$ cat src/rtl/packet_frame_encoder_crc32_top_macros.svh
// ----------------------------------------------------------------------------
// Assertion macros for the frame encoder
// Clocked on clk, disabled while rst_n is low.
// ----------------------------------------------------------------------------
`ifndef PACKET_FRAME_ENCODER_CRC32_TOP_MACROS_SVH
`define PACKET_FRAME_ENCODER_CRC32_TOP_MACROS_SVH

// same-cycle implication
`define PFE_ASSERT_IMP(label, ante, cons, msg) \
  label: assert property (@(posedge clk) disable iff (!rst_n) (ante) |-> (cons)) \
    else $error(msg);

// next-cycle implication
`define PFE_ASSERT_NXT(label, ante, cons, msg) \
  label: assert property (@(posedge clk) disable iff (!rst_n) (ante) |=> (cons)) \
    else $error(msg);

`endif

$ cat src/rtl/pfe_pkg.sv
// ----------------------------------------------------------------------------
// pfe_pkg
// Types, constants and helper functions of the packet frame encoder.
// ----------------------------------------------------------------------------
package pfe_pkg;

  localparam logic [15:0] MAX_PAYLOAD = 16'd255;
  localparam logic [31:0] CRC_POLY    = 32'hEDB88320;
  localparam logic [31:0] CRC_INIT    = 32'hFFFFFFFF;
  localparam logic [7:0]  MAGIC_P     = 8'h50;
  localparam logic [7:0]  MAGIC_K     = 8'h4B;
  localparam logic [7:0]  MAGIC_T     = 8'h54;
  localparam logic [7:0]  VERSION_RST = 8'd1;
  localparam int          HDR_LEN     = 16;
  localparam logic [3:0]  HDR_LAST    = 4'(HDR_LEN - 1);
  localparam logic [3:0]  CRC_LAST    = 4'd3;

  localparam int FIFO_DEPTH = 4;
  localparam int FIFO_AW    = $clog2(FIFO_DEPTH);
  localparam int FIFO_CW    = FIFO_AW + 1;

  // register index decoded from paddr[2]
  localparam logic REG_VERSION = 1'b0;

  typedef struct packed {
    logic               frame_start;
    logic [15:0]        pay_len;
    logic [31:0]        rx_stamp;
    logic signed [15:0] rssi_val;
    logic signed [15:0] snr_x10;
    logic [7:0]         payload_byte;
  } in_item_t;

  typedef struct packed {
    logic [7:0] out_byte;
    logic       frame_end;
    logic       rejected;
  } out_item_t;

  typedef enum logic [1:0] {
    CMD_REJECT,
    CMD_HEADER,
    CMD_DATA
  } cmd_kind_t;

  typedef struct packed {
    cmd_kind_t   kind;
    logic        has_byte;   // header item also carries the first payload byte
    logic        last;       // CRC follows this item's payload byte
    logic [15:0] pay_len;
    logic [31:0] rx_stamp;
    logic [15:0] rssi;
    logic [15:0] snr;
    logic [7:0]  payload_byte;
  } cmd_t;

  typedef enum logic [1:0] {
    PH_HDR,
    PH_DATA,
    PH_CRC
  } phase_t;

  // reflected CRC-32, one byte
  function automatic logic [31:0] crc32_byte(input logic [31:0] crc, input logic [7:0] b);
    logic [31:0] c;
    c = crc ^ {24'd0, b};
    for (int k = 0; k < 8; k++) begin
      c = (c >> 1) ^ (CRC_POLY & {32{c[0]}});
    end
    return c;
  endfunction

  function automatic logic [7:0] hdr_byte(input logic [3:0] idx, input cmd_t cmd,
                                          input logic [7:0] version);
    logic [7:0] b;
    case (idx)
      4'd0:    b = MAGIC_P;
      4'd1:    b = MAGIC_K;
      4'd2:    b = MAGIC_T;
      4'd3:    b = MAGIC_P;
      4'd4:    b = version;
      4'd5:    b = 8'd0;
      4'd6:    b = cmd.pay_len[7:0];
      4'd7:    b = cmd.pay_len[15:8];
      4'd8:    b = cmd.rx_stamp[7:0];
      4'd9:    b = cmd.rx_stamp[15:8];
      4'd10:   b = cmd.rx_stamp[23:16];
      4'd11:   b = cmd.rx_stamp[31:24];
      4'd12:   b = cmd.rssi[7:0];
      4'd13:   b = cmd.rssi[15:8];
      4'd14:   b = cmd.snr[7:0];
      default: b = cmd.snr[15:8];
    endcase
    return b;
  endfunction

endpackage

$ cat src/rtl/pfe_front.sv
// ----------------------------------------------------------------------------
// pfe_front
// Accepts input items, tracks frame state and turns items into commands.
// ----------------------------------------------------------------------------
module pfe_front (
  input  logic              clk,
  input  logic              rst_n,
  input  logic              in_valid,
  input  pfe_pkg::in_item_t in_item,
  input  logic              q_full,
  output logic              push,
  output pfe_pkg::cmd_t     push_cmd
);

  logic        in_frame_r, in_frame_nxt;
  logic [15:0] rem_r, rem_nxt;
  logic        accept;

  assign accept = in_valid && !q_full;

  always_comb begin
    in_frame_nxt            = in_frame_r;
    rem_nxt                 = rem_r;
    push                    = 1'b0;
    push_cmd.kind           = pfe_pkg::CMD_DATA;
    push_cmd.has_byte       = 1'b0;
    push_cmd.last           = 1'b0;
    push_cmd.pay_len        = in_item.pay_len;
    push_cmd.rx_stamp       = in_item.rx_stamp;
    push_cmd.rssi           = in_item.rssi_val;
    push_cmd.snr            = in_item.snr_x10;
    push_cmd.payload_byte   = in_item.payload_byte;
    if (accept) begin
      if (in_item.frame_start) begin
        push = 1'b1;
        if (in_item.pay_len > pfe_pkg::MAX_PAYLOAD) begin
          push_cmd.kind = pfe_pkg::CMD_REJECT;
          in_frame_nxt  = 1'b0;
          rem_nxt       = 16'd0;
        end else begin
          push_cmd.kind     = pfe_pkg::CMD_HEADER;
          push_cmd.has_byte = (in_item.pay_len != 16'd0);
          push_cmd.last     = (in_item.pay_len == 16'd1);
          in_frame_nxt      = (in_item.pay_len > 16'd1);
          rem_nxt           = (in_item.pay_len == 16'd0) ? 16'd0
                                                         : in_item.pay_len - 16'd1;
        end
      end else if (in_frame_r) begin
        // payload byte inside an open frame; stray bytes are dropped
        push          = 1'b1;
        push_cmd.kind = pfe_pkg::CMD_DATA;
        push_cmd.last = (rem_r == 16'd1);
        in_frame_nxt  = (rem_r != 16'd1);
        rem_nxt       = rem_r - 16'd1;
      end
    end
  end

  always_ff @(posedge clk) begin
    if (!rst_n) begin
      in_frame_r <= 1'b0;
      rem_r      <= 16'd0;
    end else begin
      in_frame_r <= in_frame_nxt;
      rem_r      <= rem_nxt;
    end
  end

endmodule

$ cat src/rtl/pfe_cmd_fifo.sv
// ----------------------------------------------------------------------------
// pfe_cmd_fifo
// Short command queue between front and back, flip-flop storage.
// ----------------------------------------------------------------------------
`include "packet_frame_encoder_crc32_top_macros.svh"

module pfe_cmd_fifo (
  input  logic          clk,
  input  logic          rst_n,
  input  logic          push,
  input  pfe_pkg::cmd_t push_cmd,
  input  logic          pop,
  output logic          full,
  output logic          head_valid,
  output pfe_pkg::cmd_t head
);

  localparam logic [pfe_pkg::FIFO_CW-1:0] DEPTH_CNT = pfe_pkg::FIFO_CW'(pfe_pkg::FIFO_DEPTH);

  pfe_pkg::cmd_t                 mem_r [pfe_pkg::FIFO_DEPTH];
  logic [pfe_pkg::FIFO_AW-1:0]   wr_ptr_r, wr_ptr_nxt;
  logic [pfe_pkg::FIFO_AW-1:0]   rd_ptr_r, rd_ptr_nxt;
  logic [pfe_pkg::FIFO_CW-1:0]   count_r, count_nxt;
  logic                          do_push, do_pop;

  assign full       = (count_r == DEPTH_CNT);
  assign head_valid = (count_r != '0);
  assign head       = mem_r[rd_ptr_r];
  assign do_push    = push && !full;
  assign do_pop     = pop && head_valid;

  always_comb begin
    wr_ptr_nxt = do_push ? wr_ptr_r + 1'b1 : wr_ptr_r;
    rd_ptr_nxt = do_pop ? rd_ptr_r + 1'b1 : rd_ptr_r;
    count_nxt  = count_r;
    if (do_push && !do_pop) begin
      count_nxt = count_r + 1'b1;
    end else if (do_pop && !do_push) begin
      count_nxt = count_r - 1'b1;
    end
  end

  always_ff @(posedge clk) begin
    if (!rst_n) begin
      wr_ptr_r <= '0;
      rd_ptr_r <= '0;
      count_r  <= '0;
    end else begin
      wr_ptr_r <= wr_ptr_nxt;
      rd_ptr_r <= rd_ptr_nxt;
      count_r  <= count_nxt;
    end
  end

  always_ff @(posedge clk) begin
    if (do_push) begin
      mem_r[wr_ptr_r] <= push_cmd;
    end
  end

  `PFE_ASSERT_NXT(a_fifo_count_up, do_push && !do_pop, count_r == $past(count_r) + 1'b1, "fifo count did not grow on push")
  `PFE_ASSERT_IMP(a_fifo_ptr_gap, 1'b1, (pfe_pkg::FIFO_AW'(wr_ptr_r - rd_ptr_r) == count_r[pfe_pkg::FIFO_AW-1:0]), "fifo pointers disagree with count")

endmodule

$ cat src/rtl/pfe_back.sv
// ----------------------------------------------------------------------------
// pfe_back
// Serializes commands into frame bytes, one per cycle unless out_stall holds the output, and runs the CRC.
// ----------------------------------------------------------------------------
`include "packet_frame_encoder_crc32_top_macros.svh"

module pfe_back (
  input  logic               clk,
  input  logic               rst_n,
  input  logic               head_valid,
  input  pfe_pkg::cmd_t      head,
  input  logic [7:0]         version,
  input  logic               out_stall,
  output logic               pop,
  output logic               out_valid,
  output pfe_pkg::out_item_t out_item
);

  pfe_pkg::phase_t    phase_r, phase_nxt, eff;
  logic [3:0]         idx_r, idx_nxt;
  logic [31:0]        crc_r, crc_nxt;
  logic [31:0]        crc_inv;
  logic               out_valid_r, out_valid_nxt;
  pfe_pkg::out_item_t out_item_r;
  pfe_pkg::out_item_t item_d;
  logic               adv, emit;

  assign adv     = !out_valid_r || !out_stall;
  assign emit    = adv && head_valid;
  assign crc_inv = ~crc_r;

  always_comb begin
    // a data command has no header phase
    eff = phase_r;
    if (head.kind != pfe_pkg::CMD_HEADER && phase_r == pfe_pkg::PH_HDR) begin
      eff = pfe_pkg::PH_DATA;
    end
    phase_nxt       = phase_r;
    idx_nxt         = idx_r;
    crc_nxt         = crc_r;
    pop             = 1'b0;
    item_d.out_byte  = 8'd0;
    item_d.frame_end = 1'b0;
    item_d.rejected  = 1'b0;
    if (head.kind == pfe_pkg::CMD_REJECT) begin
      item_d.frame_end = 1'b1;
      item_d.rejected  = 1'b1;
      if (emit) begin
        pop       = 1'b1;
        crc_nxt   = pfe_pkg::CRC_INIT;
        phase_nxt = pfe_pkg::PH_HDR;
        idx_nxt   = 4'd0;
      end
    end else begin
      case (eff)
        pfe_pkg::PH_HDR: begin
          item_d.out_byte = pfe_pkg::hdr_byte(idx_r, head, version);
          if (emit) begin
            crc_nxt = pfe_pkg::crc32_byte((idx_r == 4'd0) ? pfe_pkg::CRC_INIT : crc_r,
                                          item_d.out_byte);
            if (idx_r == pfe_pkg::HDR_LAST) begin
              idx_nxt   = 4'd0;
              phase_nxt = head.has_byte ? pfe_pkg::PH_DATA : pfe_pkg::PH_CRC;
            end else begin
              idx_nxt = idx_r + 4'd1;
            end
          end
        end
        pfe_pkg::PH_DATA: begin
          item_d.out_byte = head.payload_byte;
          if (emit) begin
            crc_nxt = pfe_pkg::crc32_byte(crc_r, head.payload_byte);
            idx_nxt = 4'd0;
            if (head.last) begin
              phase_nxt = pfe_pkg::PH_CRC;
            end else begin
              pop       = 1'b1;
              phase_nxt = pfe_pkg::PH_HDR;
            end
          end
        end
        pfe_pkg::PH_CRC: begin
          item_d.out_byte  = 8'(crc_inv >> {idx_r[1:0], 3'b000});
          item_d.frame_end = (idx_r == pfe_pkg::CRC_LAST);
          if (emit) begin
            if (idx_r == pfe_pkg::CRC_LAST) begin
              pop       = 1'b1;
              crc_nxt   = pfe_pkg::CRC_INIT;
              phase_nxt = pfe_pkg::PH_HDR;
              idx_nxt   = 4'd0;
            end else begin
              idx_nxt = idx_r + 4'd1;
            end
          end
        end
        default: begin
          phase_nxt = pfe_pkg::PH_HDR;
          idx_nxt   = 4'd0;
        end
      endcase
    end
    out_valid_nxt = adv ? head_valid : out_valid_r;
  end

  always_ff @(posedge clk) begin
    if (!rst_n) begin
      phase_r     <= pfe_pkg::PH_HDR;
      idx_r       <= 4'd0;
      crc_r       <= pfe_pkg::CRC_INIT;
      out_valid_r <= 1'b0;
    end else begin
      phase_r     <= phase_nxt;
      idx_r       <= idx_nxt;
      crc_r       <= crc_nxt;
      out_valid_r <= out_valid_nxt;
    end
  end

  always_ff @(posedge clk) begin
    if (emit) begin
      out_item_r <= item_d;
    end
  end

  assign out_valid = out_valid_r;
  assign out_item  = out_item_r;

  `PFE_ASSERT_IMP(a_reject_zero, out_valid_r && out_item_r.rejected, out_item_r.frame_end && (out_item_r.out_byte == 8'd0), "rejection item malformed")
  `PFE_ASSERT_NXT(a_crc_done, emit && head.kind != pfe_pkg::CMD_REJECT && eff == pfe_pkg::PH_CRC && idx_r == pfe_pkg::CRC_LAST, phase_r == pfe_pkg::PH_HDR && idx_r == 4'd0 && crc_r == pfe_pkg::CRC_INIT, "back not reset after CRC")

endmodule

$ cat src/rtl/packet_frame_encoder_crc32_top.sv
// ----------------------------------------------------------------------------
// packet_frame_encoder_crc32_top
// Builds a header + payload + CRC-32 byte frame per received packet, or one rejection item if it is too long.
// ----------------------------------------------------------------------------
// The first frame byte of an item passes the command queue and the output register to out_valid.
// A start item yields 16 header bytes and its first payload byte (if any), a payload item one
// byte; 4 CRC bytes follow the last byte, and a rejection yields a single item. The back-end
// serializer emits one byte per cycle unless out_stall holds the output.
// A 4-entry command queue lets input items keep arriving while the header drains.
// Reset (synchronous, rst_n low) empties the queue, closes any frame, reloads the CRC, version=1.

module packet_frame_encoder_crc32_top (
  input  logic               clk,
  input  logic               rst_n,
  input  logic               in_valid,
  output logic               in_stall,
  input  pfe_pkg::in_item_t  in_item,
  output logic               out_valid,
  input  logic               out_stall,
  output pfe_pkg::out_item_t out_item,
  input  logic               psel,
  input  logic               penable,
  input  logic               pwrite,
  input  logic [2:0]         paddr,
  input  logic [31:0]        pwdata,
  output logic [31:0]        prdata,
  output logic               pready
);

  logic          q_full, push, pop, head_valid;
  pfe_pkg::cmd_t push_cmd, head;
  logic [7:0]    version_r, version_nxt;
  logic          cfg_wr;

  assign pready = 1'b1;
  assign cfg_wr = psel && penable && pwrite && pready;

  always_comb begin
    version_nxt = version_r;
    if (cfg_wr && paddr[2] == pfe_pkg::REG_VERSION) begin
      version_nxt = pwdata[7:0];
    end
    prdata = (paddr[2] == pfe_pkg::REG_VERSION) ? {24'd0, version_r} : 32'd0;
  end

  always_ff @(posedge clk) begin
    if (!rst_n) begin
      version_r <= pfe_pkg::VERSION_RST;
    end else begin
      version_r <= version_nxt;
    end
  end

  assign in_stall = q_full;

  pfe_front u_front (
    .clk      (clk),
    .rst_n    (rst_n),
    .in_valid (in_valid),
    .in_item  (in_item),
    .q_full   (q_full),
    .push     (push),
    .push_cmd (push_cmd)
  );

  pfe_cmd_fifo u_fifo (
    .clk        (clk),
    .rst_n      (rst_n),
    .push       (push),
    .push_cmd   (push_cmd),
    .pop        (pop),
    .full       (q_full),
    .head_valid (head_valid),
    .head       (head)
  );

  pfe_back u_back (
    .clk        (clk),
    .rst_n      (rst_n),
    .head_valid (head_valid),
    .head       (head),
    .version    (version_r),
    .out_stall  (out_stall),
    .pop        (pop),
    .out_valid  (out_valid),
    .out_item   (out_item)
  );

endmodule

$ cat config.mk
export PLATFORM = sky130hd
export DESIGN_NAME = packet_frame_encoder_crc32_top
export DESIGN_NICKNAME = d
export VERILOG_FILES = /design/src/rtl/pfe_pkg.sv /design/src/rtl/pfe_front.sv /design/src/rtl/pfe_cmd_fifo.sv /design/src/rtl/pfe_back.sv /design/src/rtl/packet_frame_encoder_crc32_top.sv
export VERILOG_INCLUDE_DIRS = /design/src /design/src/rtl
export SDC_FILE = /design/constraint.sdc
export NUM_CORES = 1
export LEC_CHECK = 0
export BUFFER_PORTS_ARGS = -buffer_cell sky130_fd_sc_hd__buf_4
export CAP_MARGIN = 10
export CORE_MARGIN = 2
export CORE_UTILIZATION = 54
export DETAILED_ROUTE_END_ITERATION = 7
export PLACE_DENSITY = 0.76
export SKIP_CTS_REPAIR_TIMING = 1
export SLEW_MARGIN = 30
export SYNTH_ARGS = -nofsm -noshare
export SYNTH_HDL_FRONTEND = slang
export SYNTH_SLANG_ARGS = --single-unit
$ cat constraint.sdc
create_clock -name clk -period 3.55 [get_ports clk]
set_input_delay 0 -clock clk [delete_from_list [all_inputs] [get_ports clk]]
set_output_delay 0 -clock clk [all_outputs]
set_load 0.02 [all_outputs]
# --- Word level (Yosys, flattened, before mapping) ---
# Memory sizes are Yosys's and may differ from the RTL's. A register that Yosys moved wholly into a read port is not among the register bits.
# Cells that the tools add are included.
classes:
  add_sub_neg: 7
  multipliers: 0
  n_div: 0
  magnitude_cmp: 2
  n_eq_ne: 30
  n_shift: 1
  mux: 63
  n_bitwise: 20
  reduce_logical: 31
op_table:
  columns: ["cell", "count"]
  rows:
  - ["31-bit by 32-bit bitwise XOR with 32-bit output", 16]
  - ["32-bit two-way mux", 7]
  - ["8-bit one-hot mux with 14 select lines", 1]
  - ["32-bit one-hot mux with 3 select lines", 1]
  - ["16-bit two-way mux", 4]
  - ["32-bit by 8-bit bitwise XOR with 32-bit output", 2]
  - ["16-bit by 1-bit equality test with 1-bit output (second input constant)", 2]
  - ["4-bit equality test (second input constant)", 8]
  - ["32-bit NOT", 1]
  - ["32-bit by 5-bit >> shifter with 8-bit output", 1]
  - ["16-bit by 1-bit subtractor with 16-bit output (second input constant)", 2]
  - ["2-bit two-way mux", 14]
  - ["4-bit two-way mux", 7]
  - ["8-bit two-way mux", 3]
  - ["8-bit one-hot mux with 3 select lines", 1]
  - ["1-bit two-way mux", 20]
  - ["4-bit by 3-bit equality test with 1-bit output (second input constant)", 4]
  - ["16-bit by 1-bit > comparator with 1-bit output (second input constant)", 1]
  - ["16-bit by 8-bit > comparator with 1-bit output (second input constant)", 1]
  - ["16-bit zero test", 1]
  - ["16-bit by 1-bit inequality test with 1-bit output (second input constant)", 1]
  - ["16-bit nonzero test", 1]
  - ["3-bit by 1-bit inequality test with 1-bit output (second input constant)", 4]
  - ["4-bit one-hot mux with 3 select lines", 1]
  - ["other kinds (25)", 50]
totals:
  reg_bits: 81
  latchBits: 0
  ramBits: 368
  mem_bits_ro: 0
  inputBits: 131
  out_inout_bits: 45
  word_cells: 168
  memories: 1
mem_list:
  columns: ["name", "words", "width", "rd", "rd_clocked_by_memory_dff", "wr", "line", "text"]
  rows:
  - ["u_fifo.mem_r", 4, 92, 1, 1, 1, "pfe_cmd_fifo.sv:20", "pfe_pkg::cmd_t mem_r [pfe_pkg::FIFO_DEPTH];"]

# --- Longest topological paths before layout ---
depth:
  ltp_word: 18
  depth_mapped: 15
  mapped_depth_nobuf: 12

# --- Cells and area by module ---
# A second synthesis with hierarchy kept.
hier_totals:
  hier_cells: 1442
  area_unflattened_um2: 21535.7
by_module_without_submodules:
  columns: ["mod", "n_inst", "cells_per_inst", "area_per_inst_um2", "seq_area_each_um2"]
  rows:
  - ["pfe_cmd_fifo", 1, 528, 13760.7, 11230.8]
  - ["pfe_back", 1, 596, 5241.3, 1081.0]
  - ["pfe_front", 1, 248, 1938.1, 340.3]
  - ["packet_frame_encoder_crc32_top", 1, 70, 595.6, 160.2]

# --- Least setup slack after synthesis ---
# OpenSTA, ideal clock, no wires.
synth_path:
  kind: "reg-to-reg"
  from: "reg u_fifo.count_r[0] (netlist name)"
  to: "mem u_fifo.mem_r[2][0] (netlist name) (enable)"
  setup_time_ns: 0.461
  arrival_time_ns: 3.460
  required_ns: 3.089
  slack_ns: -0.371
  path_stages_with_launch: 7
  n_path_buf: 1
  synth_period_minus_slack_ns: 3.921
  path_cell_list: "dfxtp_1 -> nor3b_1 -> nor2b_1 -> o21ai_1 -> inv_1 -> clkbuf_1 -> and2_1"
synth_between:
  elab_chain_len: 7
synth_lines:
  columns: ["item", "line", "text"]
  rows:
  - ["from (decl)", "pfe_cmd_fifo.sv:23", "logic [pfe_pkg::FIFO_CW-1:0] count_r, count_nxt;"]
  - ["from (signal assigned)", "pfe_cmd_fifo.sv:51", "count_r <= count_nxt;"]
  - ["3-bit equality test (*)", "pfe_cmd_fifo.sv:26", "assign full = (count_r == DEPTH_CNT);"]
  - ["named net in_stall", "packet_frame_encoder_crc32_top.sv:16", "output logic in_stall,"]
  - ["1-bit zero test (*)", "pfe_front.sv:19, pfe_cmd_fifo.sv:29", null]
  - ["1-bit logical AND", "pfe_front.sv:19", "assign accept = in_valid && !q_full;"]
  - ["1-bit two-way mux", "pfe_front.sv:33", "if (accept) begin"]
  - ["1-bit logical AND (*)", "pfe_cmd_fifo.sv:29", "assign do_push = push && !full;"]
  - ["named net u_fifo.do_push", "pfe_cmd_fifo.sv:24", "logic do_push, do_pop;"]
  - ["1-bit two-way mux (*)", "pfe_cmd_fifo.sv:56", "if (do_push) begin"]
  - ["1-bit two-way mux (implied by the code) (*)", "pfe_cmd_fifo.sv:57", "mem_r[wr_ptr_r] <= push_cmd;"]
  - ["to (decl)", "pfe_cmd_fifo.sv:20", null]
# Mark *: on every way through the listed nets, which the timed path passes. The rest lies on a longest branch.

# --- Final worst setup path ---
layout_path:
  from: "reg u_back.idx_r[0]"
  to: "reg u_back.crc_r[19]"
layout_between:
  elab_chain_len: 17
  elab_cells_between_ends: 34
  classes_between: "15 x eq/ne; 7 x mux; 9 x bitwise; 3 x reduce/logical"
layout_lines:
  columns: ["item", "line", "text"]
  rows:
  - ["from (decl)", "pfe_back.sv:20", "logic [3:0] idx_r, idx_nxt;"]
  - ["from (signal assigned)", "pfe_back.sv:113", "idx_r <= idx_nxt;"]
  - ["4-bit by 2-bit equality test with 1-bit output or 4-bit zero test (tied branches)", "pfe_pkg.sv:76, pfe_back.sv:86, pfe_back.sv:59", null]
  - ["2-bit OR reduction (no source line)", null, null]
  - ["8-bit one-hot mux with 14 select lines", "pfe_pkg.sv:76", "case (idx)"]
  - ["8-bit two-way mux", "pfe_back.sv:55", "case (eff)"]
  - ["8-bit two-way mux", "pfe_back.sv:45", "if (head.kind == pfe_pkg::CMD_REJECT) begin"]
  - ["32-bit by 8-bit bitwise XOR with 32-bit output", "pfe_pkg.sv:66", "c = crc ^ {24'd0, b};"]
  - ["31-bit by 32-bit bitwise XOR with 32-bit output (8 in series)", "pfe_pkg.sv:68", "c = (c >> 1) ^ (CRC_POLY & {32{c[0]}});"]
  - ["32-bit two-way mux", "pfe_back.sv:58", "if (emit) begin"]
  - ["32-bit one-hot mux with 3 select lines", "pfe_back.sv:55", null]
  - ["32-bit two-way mux", "pfe_back.sv:45", null]
  - ["to (signal assigned)", "pfe_back.sv:109", "crc_r <= pfe_pkg::CRC_INIT;"]
  - ["to (signal assigned)", "pfe_back.sv:114", "crc_r <= crc_nxt;"]
  - ["to (decl)", "pfe_back.sv:21", "logic [31:0] crc_r, crc_nxt;"]
# Parallel ways exist; a longest one is shown, timed or not. The select of a mux whose other input is x is not followed.
# A chain may end at the register's enable or synchronous reset.

==> impl_summary.log <==
[metrics] Initial Utilization: 54.6%
[metrics] slew of the pin with the lowest slew margin: 866 ps
[metrics] unrepaired setup endpoints after global routing: yes
[metrics] Fin. Hold Viols: 0
[metrics] Final Util: 68.9%
[metrics] deepest level of the CTS H-tree: 2
[metrics] growth of design area from synthesis to finish: 26.2%
[metrics] Total Nets Final: 2032
[metrics] run status: completed
[metrics] most used flip-flop cell after synthesis: sky130_fd_sc_hd__edfxtp_1
[metrics] sequential fraction of the synthesis area: 60.9%
[metrics] # clock sinks: 451
[metrics] number of flip-flops and latches in the synthesized netlist: 451
[metrics] ratio of cells with drive above 1 in the final layout: 25.7%
[metrics] clock latency on the worst-skew pair: 590 ps
[metrics] Required @ worst endpoint: 4010 ps
[metrics] TNS Setup: 0 ps
[metrics] hold path endpoint: version_r[4]
[metrics] Tcrit/Tclk final: 98.8%
[metrics] total placed cells including tap cells: 2232
[metrics] worst hold path type: input port to flop
[metrics] fin cells: 2440
[metrics] Core Area: 38600 sq um
[metrics] number of instances in the synthesized netlist: 1508
[metrics] shortest period the worst path allows: 3510 ps
[metrics] worst endpoint data arrival time: 3970 ps
[metrics] clock tree skew after final layout: 27.1 ps
[metrics] pre-CTS setup slack: -174 ps
[metrics] final worst hold slack: 58.6 ps
[metrics] final setup violation count: 0
[metrics] clock tree from TritonCTS: yes
[metrics] I/O pins: 176
[metrics] Max Cap Violations: 0
[metrics] maximum number of pins on one net before global-route repair: 59
[metrics] total power: 23.0 mW
[metrics] slack of the worst reg-to-reg path: 40 ps
[metrics] wire length per cell: 24.3 microns
[metrics] FP Rows: 72
[metrics] maximum number of buffers from clock root to sink: 3
[metrics] routed wire length: 59200 microns
[metrics] DRC viols: 0
[metrics] worst hold path depth: 4
[metrics] die width: 201 microns
[metrics] Antenna Nets Post-Route: 0
[metrics] final-report max-slew violation count: 0
[metrics] async set-reset flop share out of synthesis: 0%
[metrics] Num CTS Buffers: 46
[metrics] Netlist Area Pre-Place: 21100 sq um
[metrics] launching point of the worst reg2reg path: u_back.idx_r[0]
[metrics] Buffers on Ports: 124
[metrics] Die Footprint: 40600 sq um
[metrics] total grt overflow: 0
[metrics] area of all placed cells without fillers: 26600 sq um
[metrics] Syn. warnings: 0
[metrics] weighted congestion reported at the end of routability-driven placement: 0.976
[metrics] P per Cell Area: 866 nW/um^2
[metrics] average instance area after synthesis: 14.0 sq um
[metrics] Netlist cell types: 86
[metrics] placement-stage cell area: 23500 sq um
[metrics] startpoint type of the worst setup path: flop
[metrics] Max rail drop VDD: 0.000601 V
[metrics] Crit Path Category: flop to flop
[metrics] hold_sp: penable
[metrics] vias post-DR: 14700
[metrics] CP max FO: 9
[metrics] detailed-placement wirelength estimate: 38600 microns
[metrics] capturing element type of the critical path: flop
[metrics] count of TritonRoute iterations in the first routing pass: 6
[metrics] global-route wire length before repair: 83100 microns
[metrics] total global-route track usage: 27.1%
[metrics] antenna violations before repair: 0
[metrics] Via-to-Cell Ratio: 6.01
[metrics] clock transition at the register clock pins on the worst setup and hold paths after CTS: 70 ps
[metrics] Max Fclk: 285 MHz
[metrics] Leakage: 9.21 nW
[metrics] # diodes: 0
[metrics] setup slack of the critical path after layout: 42.6 ps
[metrics] filler instances: 2577
[metrics] number of enable-type register cells in the synthesized netlist: 378
[metrics] height of the die: 201 microns
[metrics] relative slew slack: 42.3%
[metrics] via count of the first global-routing pass: 13600
[metrics] r2r endpoint: u_back.crc_r[19]
[metrics] logic depth of the worst register-to-register path: 15
[metrics] master cell of the clock root buffer: sky130_fd_sc_hd__clkbuf_16
[metrics] starting DRC count in detailed routing: 1468
## final cells by class
cell class | instances | area, sq um | area share (%)
well taps | 518 | 648 | 2.44
repair buffers | 406 | 3570 | 13.4
clock buffers | 51 | 1180 | 4.44
multi-input cells | 958 | 7900 | 29.8
clock inverters | 34 | 354 | 1.33
inverters | 22 | 82.6 | 0.311
flip-flops and latches | 451 | 12800 | 48.3
## synthesized netlist by cell type (all sizes together) (5+ instances only)
| master | count | area, sq um |
|---|---|---|
| a211oi | 7 | 57.6 |
| a21boi | 21 | 158 |
| a21o | 6 | 45.0 |
| a21oi | 27 | 135 |
| a221oi | 15 | 131 |
| a22oi | 9 | 67.6 |
| a31oi | 10 | 92.6 |
| and2 | 14 | 87.6 |
| buf | 59 | 459 |
| clkbuf | 41 | 154 |
| dfxtp | 73 | 1460 |
| edfxtp | 378 | 11400 |
| ha | 15 | 188 |
| inv | 22 | 82.6 |
| mux2i | 121 | 1210 |
| mux4 | 41 | 938 |
| nand2 | 65 | 244 |
| nand2b | 9 | 56.3 |
| nand3 | 10 | 50.1 |
| nand4 | 7 | 58.8 |
| nand4b | 11 | 103 |
| nand4bb | 5 | 56.3 |
| nor2 | 117 | 439 |
| nor2b | 25 | 156 |
| nor3 | 36 | 190 |
| nor3b | 6 | 50.1 |
| nor4 | 14 | 103 |
| o211a | 6 | 60.1 |
| o211ai | 11 | 115 |
| o21ai | 53 | 265 |
| o22ai | 59 | 383 |
| o32ai | 8 | 70.1 |
| or3 | 12 | 75.1 |
| xnor2 | 96 | 980 |
| xor2 | 41 | 427 |
## routing by layer
layer | GRT usage, % | share of wire, %
met2 | 44.2 | 50
met1 | 36.7 | 39
met5 | 0 | 0
met4 | 10.1 | 3.8
met3 | 4.92 | 7.3
## cells by family (layout without fill, tap and decap cells)
logic type	count (synthesis)	in the layout	share of synthesized area [%]
flops	451	451	60.9
xor+xnor	141	141	7.11
simple gates	354	354	8.77
compound gates	259	259	8.67
fa+ha+maj	16	16	0.987
buf+inv	122	513	3.30
mux	163	163	10.3
other cells	2	25	0.0357
## power breakdown
group	internal, mW	total, mW	switching [mW]	leakage [nW]
Clock	2.85	4.96	2.10	0.744
Sequential	6.21	6.53	0.312	4.05
Combinational	5.64	11.5	5.88	4.42
Total	14.7	23.0	8.29	9.21
## registers in the layout, indices dropped and copies added (netlist names), named ones only
name and flops:
u_fifo.rd_ptr_r 2, u_back.out_item 10, u_fifo.wr_ptr_r 2, u_fifo.count_r 3, u_back.crc_r 32, u_back.idx_r 4
u_back.out_valid 1, version_r 8, u_front.in_frame_r 1, u_front.rem_r 16, u_back.phase_r 2, u_fifo.mem_r 368
## critical path: stages (launching register included)
cell	delay (ps)
sky130_fd_sc_hd__dfxtp_1	310
sky130_fd_sc_hd__buf_4	160
sky130_fd_sc_hd__ha_1	220
sky130_fd_sc_hd__buf_4	180
sky130_fd_sc_hd__nand4b_1	170
sky130_fd_sc_hd__buf_4	170
sky130_fd_sc_hd__o22ai_1	100
sky130_fd_sc_hd__nor3_1	240
sky130_fd_sc_hd__o211ai_1	220
sky130_fd_sc_hd__or2_1	320
sky130_fd_sc_hd__o211ai_4	190
sky130_fd_sc_hd__buf_12	160
sky130_fd_sc_hd__xor2_4	200
sky130_fd_sc_hd__xnor3_1	450
sky130_fd_sc_hd__a221oi_2	230
sky130_fd_sc_hd__nor2_1	60
## placed cells by master, fill, tap and decap left out, drive strengths merged, types with 52 or more instances in the layout
cell type	instances
dlygate4sd3	103
edfxtp	378
xnor2	96
o22ai	59
clkbuf	52
o21ai	53
buf	302
nand2	65
nor2	117
dfxtp	73
mux2i	121
## worst max path at each step
stage               depth (start not counted)                to       startpoint  slack (ps)
floorplan                                  13  u_back.crc_r[19]  u_back.idx_r[0]          10
global placement                           15  u_back.crc_r[19]  u_back.idx_r[1]        -140
detailed placement                         15  u_back.crc_r[19]  u_back.idx_r[1]        -170
CTS                                        16   u_back.crc_r[5]  u_back.idx_r[1]        -160
global route                               15  u_back.crc_r[19]  u_back.idx_r[0]        -110
finish                                     15  u_back.crc_r[19]  u_back.idx_r[0]          40
Note: power is estimated with default switching activity, not from simulation.
